===== src/hdl/fbd_pkg.sv =====
package fbd_pkg;

   localparam int PCLK_W      = 27;
   localparam int BAUD_W      = 22;
   localparam int DL_W        = 16;
   localparam int NIB_W       = 4;
   localparam int BASE_ENTRIES = 72;
   localparam int TABLE_ENTRIES_DEF = 72;
   localparam int PCLK_RESET  = 100000000;

   // dividend width: pclk*65536 needs 43 bits, pclk*1000 needs 37
   localparam int DIV_W       = 43;
   localparam int QUO_W       = 43;

   localparam logic [10:0] SEED_START   = 11'd1500;
   localparam logic [10:0] SEED_LOW     = 11'd1100;
   localparam logic [10:0] SEED_RESTART = 11'd1501;
   localparam logic [10:0] SEED_HIGH    = 11'd1899;

   function automatic logic [10:0] base_milli(input logic [6:0] i);
      logic [10:0] t [0:BASE_ENTRIES-1];
      t = '{1000,1067,1071,1077,1083,1091,1100,1111,1125,1133,1143,1154,1167,1182,1200,1214,
            1222,1231,1250,1267,1273,1286,1300,1308,1333,1357,1364,1375,1385,1400,1417,1429,
            1444,1455,1462,1467,1500,1533,1538,1545,1556,1571,1583,1600,1615,1625,1636,1643,
            1667,1692,1700,1714,1727,1733,1750,1769,1778,1786,1800,1818,1833,1846,1857,1867,
            1875,1889,1900,1909,1917,1923,1929,1933};
      return (i < 7'(BASE_ENTRIES)) ? t[i] : 11'd0;
   endfunction

   function automatic logic [NIB_W-1:0] base_add(input logic [6:0] i);
      logic [3:0] t [0:BASE_ENTRIES-1];
      t = '{0,1,1,1,1,1,1,1,1,2,1,2,1,2,1,3,2,3,1,4,3,2,3,4,1,5,4,3,5,2,5,3,4,5,6,7,1,8,7,6,
            5,4,7,3,8,5,7,9,2,9,7,5,8,11,3,10,7,11,4,9,5,11,6,13,7,8,9,10,11,12,13,14};
      return (i < 7'(BASE_ENTRIES)) ? t[i] : 4'd0;
   endfunction

   function automatic logic [NIB_W-1:0] base_mul(input logic [6:0] i);
      logic [3:0] t [0:BASE_ENTRIES-1];
      t = '{1,15,14,13,12,11,10,9,8,15,7,13,6,11,5,14,9,13,4,15,11,7,10,13,3,14,11,8,13,5,
            12,7,9,11,13,15,2,15,13,11,9,7,12,5,13,8,11,14,3,13,10,7,11,15,4,13,9,14,5,11,6,
            13,7,15,8,9,10,11,12,13,14,15};
      return (i < 7'(BASE_ENTRIES)) ? t[i] : 4'd1;
   endfunction

   typedef logic [BASE_ENTRIES-1:0][16:0] ratio_tbl_type;

   // ratios in 1.16, rounded to nearest, built at elaboration
   function automatic ratio_tbl_type build_ratios();
      ratio_tbl_type r;
      logic [27:0]   p;
      for (int k = 0; k < BASE_ENTRIES; k++) begin
         p = 28'(base_milli(7'(k))) * 28'd65536 + 28'd500;
         r[k] = 17'(p / 28'd1000);
      end
      return r;
   endfunction

   localparam ratio_tbl_type RATIO_TBL = build_ratios();

   function automatic logic [16:0] base_ratio(input logic [6:0] i);
      return (i < 7'(BASE_ENTRIES)) ? RATIO_TBL[i] : 17'd0;
   endfunction

   typedef struct packed {
      logic start;
      logic [DIV_W-1:0] num;
      logic [DIV_W-1:0] den;
   } div_req_type;

   typedef struct packed {
      logic done;
      logic [QUO_W-1:0] quo;
      logic [DIV_W-1:0] rem;
   } div_rsp_type;

endpackage


===== src/hdl/fractional_baud_divider_search_unit.sv =====
// Fractional baud divider search.
// Channels: req_ (tdata = baud_rate[21:0], zero-filled to 24 bits) and rsp_
// (tdata = divisor[15:0], div_add[19:16], mul_val[23:20], status[24], to 32 bits).
// csr_wr_en/csr_wr_data write pclk_hz; write only while idle.
// One request at a time: req_tready is high only when idle and no result waits.
// Each quotient comes from one shared restoring divider. Exact-fit check:
// 1 division. Each seed trial: 1 division, plus 1 more for the ratio of the
// fitting seed. Up to 800 seed trials; a zero baud rate skips the divider.
// The table scan then steps through the entries in order, up to the smaller of
// TABLE_ENTRIES and BASE_ENTRIES. Constants 16, 10, 11, 19 are applied by
// shift-and-add, 1000 by shift-and-subtract.
// Reset: pclk_hz returns to 100 MHz, the sequencer idles, no result is held.
// A stalled receiver keeps the result in the output register; no new transfer
// is taken until it leaves. Status 1 reports zero baud, a zero or oversize
// divisor, no fitting seed, or a table scan without a rise in distance.
module fractional_baud_divider_search_unit
   import fbd_pkg::*;
#(
   parameter int TABLE_ENTRIES = TABLE_ENTRIES_DEF
)(
   input  logic        clock,
   input  logic        reset,
   input  logic        req_tvalid,
   output logic        req_tready,
   input  logic [23:0] req_tdata,   // baud_rate
   output logic        rsp_tvalid,
   input  logic        rsp_tready,
   output logic [31:0] rsp_tdata,   // divisor, div_add, mul_val, status
   input  logic        csr_wr_en,
   input  logic [26:0] csr_wr_data  // pclk_hz
);

   localparam int SCAN_N = (TABLE_ENTRIES < BASE_ENTRIES) ? TABLE_ENTRIES : BASE_ENTRIES;

   typedef enum logic [8:0] {
      ST_IDLE  = 9'b000000001,
      ST_EXACT = 9'b000000010,
      ST_WEX   = 9'b000000100,
      ST_SEED  = 9'b000001000,
      ST_WQ    = 9'b000010000,
      ST_CHK   = 9'b000100000,
      ST_WFR   = 9'b001000000,
      ST_SCAN  = 9'b010000000,
      ST_OUT   = 9'b100000000
   } state_type;

   state_type        state_ff, state_in;
   logic [PCLK_W-1:0] pclk_ff;
   logic [BAUD_W+3:0] b16_ff, b16_in;
   logic [10:0]      seed_ff, seed_in;
   logic             up_ff, up_in;
   logic [QUO_W-1:0] dl_ff, dl_in;
   logic [DIV_W-1:0] d_ff, d_in;
   logic [QUO_W-1:0] fr_ff, fr_in;
   logic [6:0]       idx_ff, idx_in;
   logic [QUO_W-1:0] last_ff, last_in;
   logic [DL_W-1:0]  o_div_ff, o_div_in;
   logic [NIB_W-1:0] o_add_ff, o_add_in, o_mul_ff, o_mul_in;
   logic             o_st_ff, o_st_in;
   logic             vld_ff, vld_in;
   div_req_type      dreq;
   div_rsp_type      drsp;
   logic [QUO_W-1:0] diffv, ratio_w;
   logic [DIV_W+4:0] p10, d11, d19;

   fbd_divider u_div (.clock(clock), .reset(reset), .req(dreq), .rsp(drsp));

   assign req_tready = (state_ff == ST_IDLE) && !vld_ff;
   assign ratio_w    = QUO_W'(base_ratio(idx_ff));
   assign diffv      = (fr_ff > ratio_w) ? fr_ff - ratio_w : ratio_w - fr_ff;
   // ratio compare against 1.1 and 1.9 via shift-and-add
   assign p10 = (48'(pclk_ff) << 3) + (48'(pclk_ff) << 1);
   assign d11 = (48'(d_ff) << 3) + (48'(d_ff) << 1) + 48'(d_ff);
   assign d19 = (48'(d_ff) << 4) + (48'(d_ff) << 1) + 48'(d_ff);

   always_comb begin
      state_in = state_ff;
      b16_in = b16_ff; seed_in = seed_ff; up_in = up_ff;
      dl_in = dl_ff; d_in = d_ff; fr_in = fr_ff; idx_in = idx_ff; last_in = last_ff;
      o_div_in = o_div_ff; o_add_in = o_add_ff; o_mul_in = o_mul_ff; o_st_in = o_st_ff;
      vld_in = vld_ff;
      dreq = '0;
      if (vld_ff && rsp_tready) vld_in = 1'b0;
      unique case (state_ff)
         ST_IDLE: begin
            if (req_tvalid && req_tready) begin
               b16_in = {req_tdata[BAUD_W-1:0], 4'b0};
               o_div_in = '0; o_add_in = '0; o_mul_in = 4'd1; o_st_in = 1'b1;
               if (req_tdata[BAUD_W-1:0] == '0) state_in = ST_OUT;
               else state_in = ST_EXACT;
            end
         end
         ST_EXACT: begin
            dreq.start = 1'b1;
            dreq.num = DIV_W'(pclk_ff);
            dreq.den = DIV_W'(b16_ff);
            state_in = ST_WEX;
         end
         ST_WEX: begin
            if (drsp.done) begin
               if (drsp.rem == '0) begin
                  dl_in = drsp.quo;
                  if (drsp.quo != '0 && drsp.quo <= QUO_W'(16'hFFFF)) begin
                     o_div_in = drsp.quo[DL_W-1:0]; o_st_in = 1'b0;
                  end
                  state_in = ST_OUT;
               end else begin
                  seed_in = SEED_START; up_in = 1'b0; state_in = ST_SEED;
               end
            end
         end
         ST_SEED: begin
            // DL = pclk*1000 / (b16*seed); b16*DL is formed in ST_CHK
            dreq.start = 1'b1;
            dreq.num = (DIV_W'(pclk_ff) << 10) - (DIV_W'(pclk_ff) << 4)
                       - (DIV_W'(pclk_ff) << 3);
            dreq.den = DIV_W'(b16_ff) * DIV_W'(seed_ff);
            state_in = ST_WQ;
         end
         ST_WQ: begin
            if (drsp.done) begin
               dl_in = drsp.quo;
               state_in = ST_CHK;
            end
         end
         ST_CHK: begin
            if (d_ff == '0 && dl_ff != '0) begin
               d_in = DIV_W'(b16_ff) * DIV_W'(dl_ff[23:0]);
            end else if (dl_ff != '0 && p10 >= d11 && p10 < d19) begin
               dreq.start = 1'b1;
               dreq.num = DIV_W'(pclk_ff) << 16;
               dreq.den = d_ff;
               state_in = ST_WFR;
            end else begin
               d_in = '0;
               if (!up_ff) begin
                  if (seed_ff == SEED_LOW) begin
                     seed_in = SEED_RESTART; up_in = 1'b1; state_in = ST_SEED;
                  end else begin
                     seed_in = seed_ff - 11'd1; state_in = ST_SEED;
                  end
               end else if (seed_ff == SEED_HIGH) state_in = ST_OUT;
               else begin
                  seed_in = seed_ff + 11'd1; state_in = ST_SEED;
               end
            end
         end
         ST_WFR: begin
            if (drsp.done) begin
               fr_in = drsp.quo; idx_in = '0; d_in = '0; state_in = ST_SCAN;
            end
         end
         ST_SCAN: begin
            if (idx_ff != '0 && diffv > last_ff) begin
               if (dl_ff <= QUO_W'(16'hFFFF)) begin
                  o_div_in = dl_ff[DL_W-1:0];
                  o_add_in = base_add(idx_ff - 7'd1);
                  o_mul_in = base_mul(idx_ff - 7'd1);
                  o_st_in  = 1'b0;
               end
               state_in = ST_OUT;
            end else begin
               last_in = diffv;
               if (idx_ff == 7'(SCAN_N - 1)) state_in = ST_OUT;
               else idx_in = idx_ff + 7'd1;
            end
         end
         ST_OUT: begin
            vld_in = 1'b1; state_in = ST_IDLE;
         end
         default: state_in = ST_IDLE;
      endcase
   end

   always_ff @(posedge clock) begin
      if (reset) begin
         state_ff <= ST_IDLE;
         vld_ff   <= 1'b0;
         pclk_ff  <= PCLK_W'(PCLK_RESET);
         d_ff     <= '0;
      end else begin
         state_ff <= state_in;
         vld_ff   <= vld_in;
         d_ff     <= d_in;
         if (csr_wr_en) pclk_ff <= csr_wr_data;
      end
      b16_ff <= b16_in; seed_ff <= seed_in; up_ff <= up_in;
      dl_ff <= dl_in; fr_ff <= fr_in; idx_ff <= idx_in; last_ff <= last_in;
      o_div_ff <= o_div_in; o_add_ff <= o_add_in; o_mul_ff <= o_mul_in; o_st_ff <= o_st_in;
   end

   assign rsp_tvalid = vld_ff;
   assign rsp_tdata  = {7'b0, o_st_ff, o_mul_ff, o_add_ff, o_div_ff};

   a_hold: assert property (@(posedge clock) disable iff (reset)
      vld_ff && !rsp_tready |=> vld_ff && $stable(rsp_tdata)) else $error("result dropped");
   a_onehot: assert property (@(posedge clock) disable iff (reset)
      $onehot(state_ff)) else $error("state not one-hot");
   a_fail_fields: assert property (@(posedge clock) disable iff (reset)
      vld_ff && o_st_ff |-> o_div_ff == '0 && o_mul_ff == 4'd1) else $error("bad failure result");

endmodule


===== src/hdl/fbd_divider.sv =====
module fbd_divider
   import fbd_pkg::*;
(
   input  logic        clock,
   input  logic        reset,
   input  div_req_type req,
   output div_rsp_type rsp
);

   logic [DIV_W-1:0] rem_ff, rem_in, den_ff, den_in;
   logic [QUO_W-1:0] quo_ff, quo_in;
   logic [5:0]       cnt_ff, cnt_in;
   logic             busy_ff, busy_in, done_ff, done_in;
   logic [DIV_W:0]   trial;
   logic [DIV_W:0]   diffv;

   // restoring, one quotient bit per cycle
   always_comb begin
      rem_in  = rem_ff;
      den_in  = den_ff;
      quo_in  = quo_ff;
      cnt_in  = cnt_ff;
      busy_in = busy_ff;
      done_in = 1'b0;
      trial   = {rem_ff, quo_ff[QUO_W-1]};
      diffv   = trial - {1'b0, den_ff};
      if (req.start) begin
         rem_in  = '0;
         quo_in  = req.num;
         den_in  = req.den;
         cnt_in  = 6'(QUO_W);
         busy_in = 1'b1;
      end else if (busy_ff) begin
         if (!diffv[DIV_W]) begin
            rem_in = diffv[DIV_W-1:0];
            quo_in = {quo_ff[QUO_W-2:0], 1'b1};
         end else begin
            rem_in = trial[DIV_W-1:0];
            quo_in = {quo_ff[QUO_W-2:0], 1'b0};
         end
         cnt_in = cnt_ff - 6'd1;
         if (cnt_ff == 6'd1) begin
            busy_in = 1'b0;
            done_in = 1'b1;
         end
      end
   end

   always_ff @(posedge clock) begin
      if (reset) begin
         busy_ff <= 1'b0;
         done_ff <= 1'b0;
         cnt_ff  <= '0;
      end else begin
         busy_ff <= busy_in;
         done_ff <= done_in;
         cnt_ff  <= cnt_in;
      end
      rem_ff <= rem_in;
      quo_ff <= quo_in;
      den_ff <= den_in;
   end

   assign rsp.done = done_ff;
   assign rsp.quo  = quo_ff;
   assign rsp.rem  = rem_ff;

   a_done_after_busy: assert property (@(posedge clock) disable iff (reset)
      done_ff |-> $past(busy_ff)) else $error("done without busy");
   a_done_idle: assert property (@(posedge clock) disable iff (reset)
      done_ff |-> !busy_ff) else $error("busy at done");
   a_cnt_idle: assert property (@(posedge clock) disable iff (reset)
      !busy_ff |-> cnt_ff == 6'd0) else $error("counter left running");

endmodule


===== config.mk =====
export PLATFORM = sky130hd
export DESIGN_NAME = fractional_baud_divider_search_unit
export DESIGN_NICKNAME = d
export VERILOG_FILES = /design/src/hdl/fbd_pkg.sv /design/src/hdl/fractional_baud_divider_search_unit.sv /design/src/hdl/fbd_divider.sv
export SDC_FILE = /design/constraint.sdc
export NUM_CORES = 2
export LEC_CHECK = 0
export BUFFER_PORTS_ARGS = -buffer_cell sky130_fd_sc_hd__buf_4
export CAP_MARGIN = 20
export CORE_ASPECT_RATIO = 0.8
export CORE_UTILIZATION = 50
export DETAILED_ROUTE_END_ITERATION = 10
export PLACE_DENSITY_LB_ADDON = 0.1
export SYNTH_ARGS = -nofsm -noshare
export SYNTH_HDL_FRONTEND = slang
export SYNTH_SLANG_ARGS = --single-unit

===== constraint.sdc =====
create_clock -name clock -period 10.4 [get_ports clock]
set_input_delay 0.52 -clock clock [delete_from_list [all_inputs] [get_ports clock]]
set_output_delay 0.52 -clock clock [all_outputs]
set_load 0.05 [all_outputs]

Word level (Yosys, flattened, before mapping)
Memories as Yosys holds them, arrays and structs flattened. A register that Yosys moved wholly into a read port is not among the register bits.
Cells that the tools add are included.
W data, S select, Z words.

cells by class
  $add $sub $neg = 15
  multipliers = 2
  div/mod/pow operators = 0
  magnitude comparators = 10
  equality and inequality tests = 29
  shift operators = 0
  muxes and demuxes = 87
  bitwise gates (word level) = 3
  reduce and logical (&&, ||, !) cells = 36

operators with widths
  kind                    count
  $mux W43                10
  $pmux W87 S3            1
  $mux W87                2
  $pmux W43 S2            2
  $mux W9                 12
  $mux W16                6
  $le A43 B16 Y1 const B  2
  $logic_not A43 Y1       2
  $reduce_bool A43 Y1     2
  $mux W11                7
  $pmux W9 S8             1
  $add A47 B43 Y48        1
  $add A47 B44 Y48        1
  $add A48 B43 Y48        1
  $ge A31 B48 Y1          1
  $lt A31 B48 Y1          1
  $mux W4                 12
  $pmux W16 S3            1
  $add A46 B44 Y47        1
  $sub A44 B43 Y44        1
  $gt A43 B17 Y1          1
  $gt A43 B43 Y1          1
  $sub A17 B43 Y43        1
  $sub A43 B17 Y43        1
  53 further kinds        111

word-level totals
  flip-flop bits (word level) = 412
  bits in latches = 0
  RAM bits = 0
  memory bits (read-only) = 3200
  output and inout bits = 34
  word-level logic and storage cells = 207
  memories = 3

memories
  name              words  bits a word  read ports  clocked after memory_dff  write ports  line           text
  (name not given)  128    17           1           1                         0            fbd_pkg.sv:61  return (i < 7'(BASE_ENTRIES)) ? RATIO_TBL[i] : 17'd0;
  (name not given)  128    4            1           0                         0            fbd_pkg.sv:42  return (i < 7'(BASE_ENTRIES)) ? t[i] : 4'd1;
  (name not given)  128    4            1           0                         0            fbd_pkg.sv:34  return (i < 7'(BASE_ENTRIES)) ? t[i] : 4'd0;

Longest topological paths before layout
  word-level depth = 10
  gate-level depth with buffers = 41
  depth with buffers taken out = 36

By module
A second synthesis with hierarchy kept.

second synthesis, totals
  cell total of the unflattened synthesis = 6685
  area total of the unflattened synthesis = 59151.7 um^2

by module, submodules not included
  module                               times used  cells each  area an instance (um^2)  seq. area each (um^2)
  fractional_baud_divider_search_unit  1           5883        51051.5                  7697.4
  fbd_divider                          1           802         8100.3                   3603.5

Least setup slack after synthesis
No wires, ideal clock.

  path kind = register to register
  from = reg idx_ff[4]
  to = reg last_ff[0] (enable)
  setup time = 0.444 ns
  arrival = 7.618 ns
  data required time = 9.956 ns
  slack = 2.338 ns
  stages on the path, launching flop included = 29
  buffers on the path = 3
  period minus slack after synthesis = 8.062 ns
  cells stage by stage = edfxtp_1 > clkbuf_1 > nor3_1 > nand2b_1 > clkbuf_1 > buf_1 > nand2_1 > inv_1 > ha_1 > a21o_1 > a21oi_1 > o21bai_1 > a221o_1 > a211oi_1 > o21bai_1 > a21o_1 > a221o_1 > mux2i_1 > and4b_1 > xor2_1 > ha_1 > a21o_1 > a21o_1 > a21o_1 > a21oi_1 > o211ai_1 > a41oi_1 > a21oi_1 > nor2_1

on the way
  word-level cells in the longest chain between the ends = 8
  elaborated cells on any way between the ends = 11

RTL lines
  item                                            line                                        text
  from (decl)                                     fractional_baud_divider_search_unit.sv:55   logic [6:0] idx_ff, idx_in;
  from (signal assigned)                          fractional_baud_divider_search_unit.sv:188  dl_ff <= dl_in; fr_ff <= fr_in; idx_ff <= idx_in; last_ff <= last_in;
  $lt A7 B7 Y1 (*)                                fbd_pkg.sv:61
  $mux W17 (*)                                    fbd_pkg.sv:61
  $sub A17 B43 Y43, or another cell as far along  fractional_baud_divider_search_unit.sv:70   assign diffv = (fr_ff > ratio_w) ? fr_ff - ratio_w : ratio_w - fr_ff;
  $mux W43 (*)                                    fractional_baud_divider_search_unit.sv:70
  via diffv[28]                                   fractional_baud_divider_search_unit.sv:63   logic [QUO_W-1:0] diffv, ratio_w;
  $gt A43 B43 Y1 (*)                              fractional_baud_divider_search_unit.sv:154  if (idx_ff != '0 && diffv > last_ff) begin
  $logic_and A1 B1 Y1 (*)                         fractional_baud_divider_search_unit.sv:154
  $not A1 Y1 (no line) (*)                        n/a
  $reduce_and A2 Y1 (no line) (*)                 n/a
  to (signal assigned)                            fractional_baud_divider_search_unit.sv:188
  to (decl)                                       fractional_baud_divider_search_unit.sv:56   logic [QUO_W-1:0] last_ff, last_in;

Mark *: on every way through the listed nets, which the timed path passes. The rest lies on a longest branch.
A chain may end at the register's enable or synchronous reset.

==> results.txt <==
status -> finished, final reports clean
Mapped Area -> 59020 um2
Ys Warns -> 0
hold_sp -> req_tdata[6]
drt total wl -> 176200 um
Crit Path Category -> reg2reg
Netlist cell types -> 90
Max Fclk -> 0.1037 GHz
Final Wtd Congestion -> 0.9379
Vias -> 49180
ys async rst share -> 0
placed cell areas -> 61110 um2
Die Span Y -> 309.3 um
Mapped Cells -> 6773
Worst Path Arrival -> 10.16 ns
syn_area_per_cell -> 8.714 um2
register area share after synthesis -> 0.1894
initial antenna violation count -> 5
top post-synthesis cells by area -> fa_1 23%, edfxtp_1 14%, ha_1 11%
required time of the worst setup path -> 10.92 ns
Synth Register Bits -> 420
DP Cell Count -> 8147
largest net degree at the start of global routing -> 80
Hold Crit Depth -> 1
fin crit period -> 9.640 ns
Worst R2R Path Depth -> 39
Worst setup SP type -> register
H-tree Lvls -> 2
Initial Util -> 0.5050
CP endpoint kind -> register
endpoints failing setup -> 0
RSZ-0062 raised after global routing -> false
final worst path period share -> 0.9269
Maximum Capacitance Violations -> 0
Hold Fails Final Rpt -> 0
CP delay by family, top -> compound AO/OA/AOI/OAI gates
# nets final -> 7932
Top FF cell, synth -> edfxtp_1
top cell type's share of synthesized area -> 0.2286
layout cells sized above 1 -> 0.05263
WL/cell -> 21.36 um
Worst-Margin Slew -> 1.124 ns
fin cells -> 8250
CTS buffer count -> 50
Post-DRT Antenna Nets -> 0
# DRC -> 0
number of synthesized flops with an enable pin -> 277
first-pass GRT wire length -> 276600 um
Post-synth top cells -> 885 x nand2_1, 847 x inv_1, 674 x fa_1
Critical Path Max Stage Delay -> 0.75 ns
area grow syn2layout -> 6.775%
DP HPWL -> 136600 um
FF-to-FF setup slack -> 0.76 ns
total negative setup slack -> 0 ns
hold path endpoint -> b16_ff[10]
worst skew pair latency -> 0.67 ns
drt first pass iters -> 6
Avg Vias per Cell -> 5.961
Slew Limit Fails -> 0
CP Buf/Inv Count -> 4
most frequent CP cell -> a21o_1
Worst Hold Class -> in2reg
WHS -> 0.04960 ns
CTS tree -> yes
skew final -> 0.05268 ns
Row Count -> 112
final instance area -> 63020 um2
clock buffer depth -> 3
input/output buffers -> 80
Crit Reg-Reg Startpoint -> idx_ff[4]
CORE AREA -> 116900 um2
Clock Sinks -> 420
CTS Root Cell -> clkbuf_16
CP max FO -> 15
Overall Global Routing Usage -> 0.2961
most frequent cell after synthesis -> nand2_1
remaining global-route overflow -> 0
Critical Path Slowest Stage Cell -> a41oi_1
initial DRC count -> 4140
postcts setup bufs -> 0
vias in the first global route -> 47920
Die ar. -> 119400 um2
die width -> 386.1 um
clock transition at the registers of the reported paths -> 0.07 ns
Rel. slew slack -> 0.2508
cell taking the most area after synthesis -> fa_1
I/O pin total -> 90
cell usage in the layout, fill, tap and decap left out, types with 58 or more instances in the layout:
master    synthesis  final
nor2_1          343    342
buf_4             9    191
o21ai_0         242    242
dfxtp_1         143    142
nand3_1         106    105
nand4_1          73     73
a211oi_1         88     88
o211ai_1         71     71
nand2b_1         58     58
and2_1          244    244
fa_1            674    674
a21oi_1         345    344
nor3_1          117    117
nand2_1         885    885
ha_1            537    537
edfxtp_1        277    277
a21o_1          190    190
xor2_1           87     87
xnor2_1         205    203
inv_1           847    846
nor4_1           68     68
registers in the layout (all words and copies together) (netlist names), 7 cells and up, named ones only:
register      flops
b16_ff           22
d_ff             39
dl_ff            43
fr_ff            43
idx_ff            7
last_ff          43
o_div_ff         16
pclk_ff          27
seed_ff          11
state_ff          9
u_div.den_ff     39
u_div.quo_ff     43
u_div.rem_ff     43
worst reg2reg max path: cells and delay by family (launching register included):
family	cells	cell delay (ns)
mux	1	0.24
compound gates	21	4.94
simple gates	9	1.81
buf+inv	4	0.79
flops	1	0.56
xor+xnor	1	0.19
fa+ha+maj	3	1.00
cell families (layout without fill, tap and decap cells):
kind of cell    Yosys count  in the layout  share of synthesized area
mux                      63             63                    0.01081
xor+xnor                292            292                    0.04333
buf+inv                1224           1151                    0.07884
fa+ha+maj              1211           1211                     0.3424
simple gates           2116           2116                     0.1705
other cells               1             12                 0.00006353
compound gates         1446           1446                     0.1646
flops                   420            420                     0.1894
metrics by stage:
step                      setup WS [ns]  utilization
after floorplan                   2.338            -
after global placement            1.089       0.5227
after detailed placement         0.8942       0.5229
after CTS                        0.8226       0.5385
after global routing             0.1081       0.5392
final                            0.7601       0.5392
layer usage:
layer	up-vias	wire length, um	global-route usage	part of all wire
met2	1757	77250	0.4564	0.44
met1	24330	80740	0.4314	0.46
li1	22840	-	-	-
met5	-	0	0	0
met4	0	4816	0.08066	0.027
met3	252	13390	0.04521	0.076
how the worst max path moves through the flow:
stage / from / endpoint / slack [ns] / cells after the start
2_1_floorplan: idx_ff[4] / last_ff[0] / 2.34 / 28
3_3_place_gp: idx_ff[4] / register / 1.09 / 39
3_5_place_dp: idx_ff[4] / register / 0.89 / 37
4_1_cts: idx_ff[4] / register / 0.82 / 37
5_1_grt: idx_ff[4] / register / 0.11 / 39
6_report: idx_ff[4] / register / 0.76 / 39
layout make-up:
type	count	area, um2
diodes	4	10.01
fillers	10940	53850
inverters	857	3217
multi-input cells	5136	43290
repair buffers	200	1588
flip-flops and latches	420	11180
clock inverters	33	470.5
clock buffers	61	1344
well taps	1539	1926
repair_timing:
| action | CTS | global route |
|---|---|---|
| hold endpoints to repair | 2 | 0 |
| hold buffers | 1 | 0 |
| gates resized for setup | 0 | 0 |
Power is left out: the tool's default activity adds up to more than one toggle a clock period on the data nets, which glitch-free logic cannot reach.
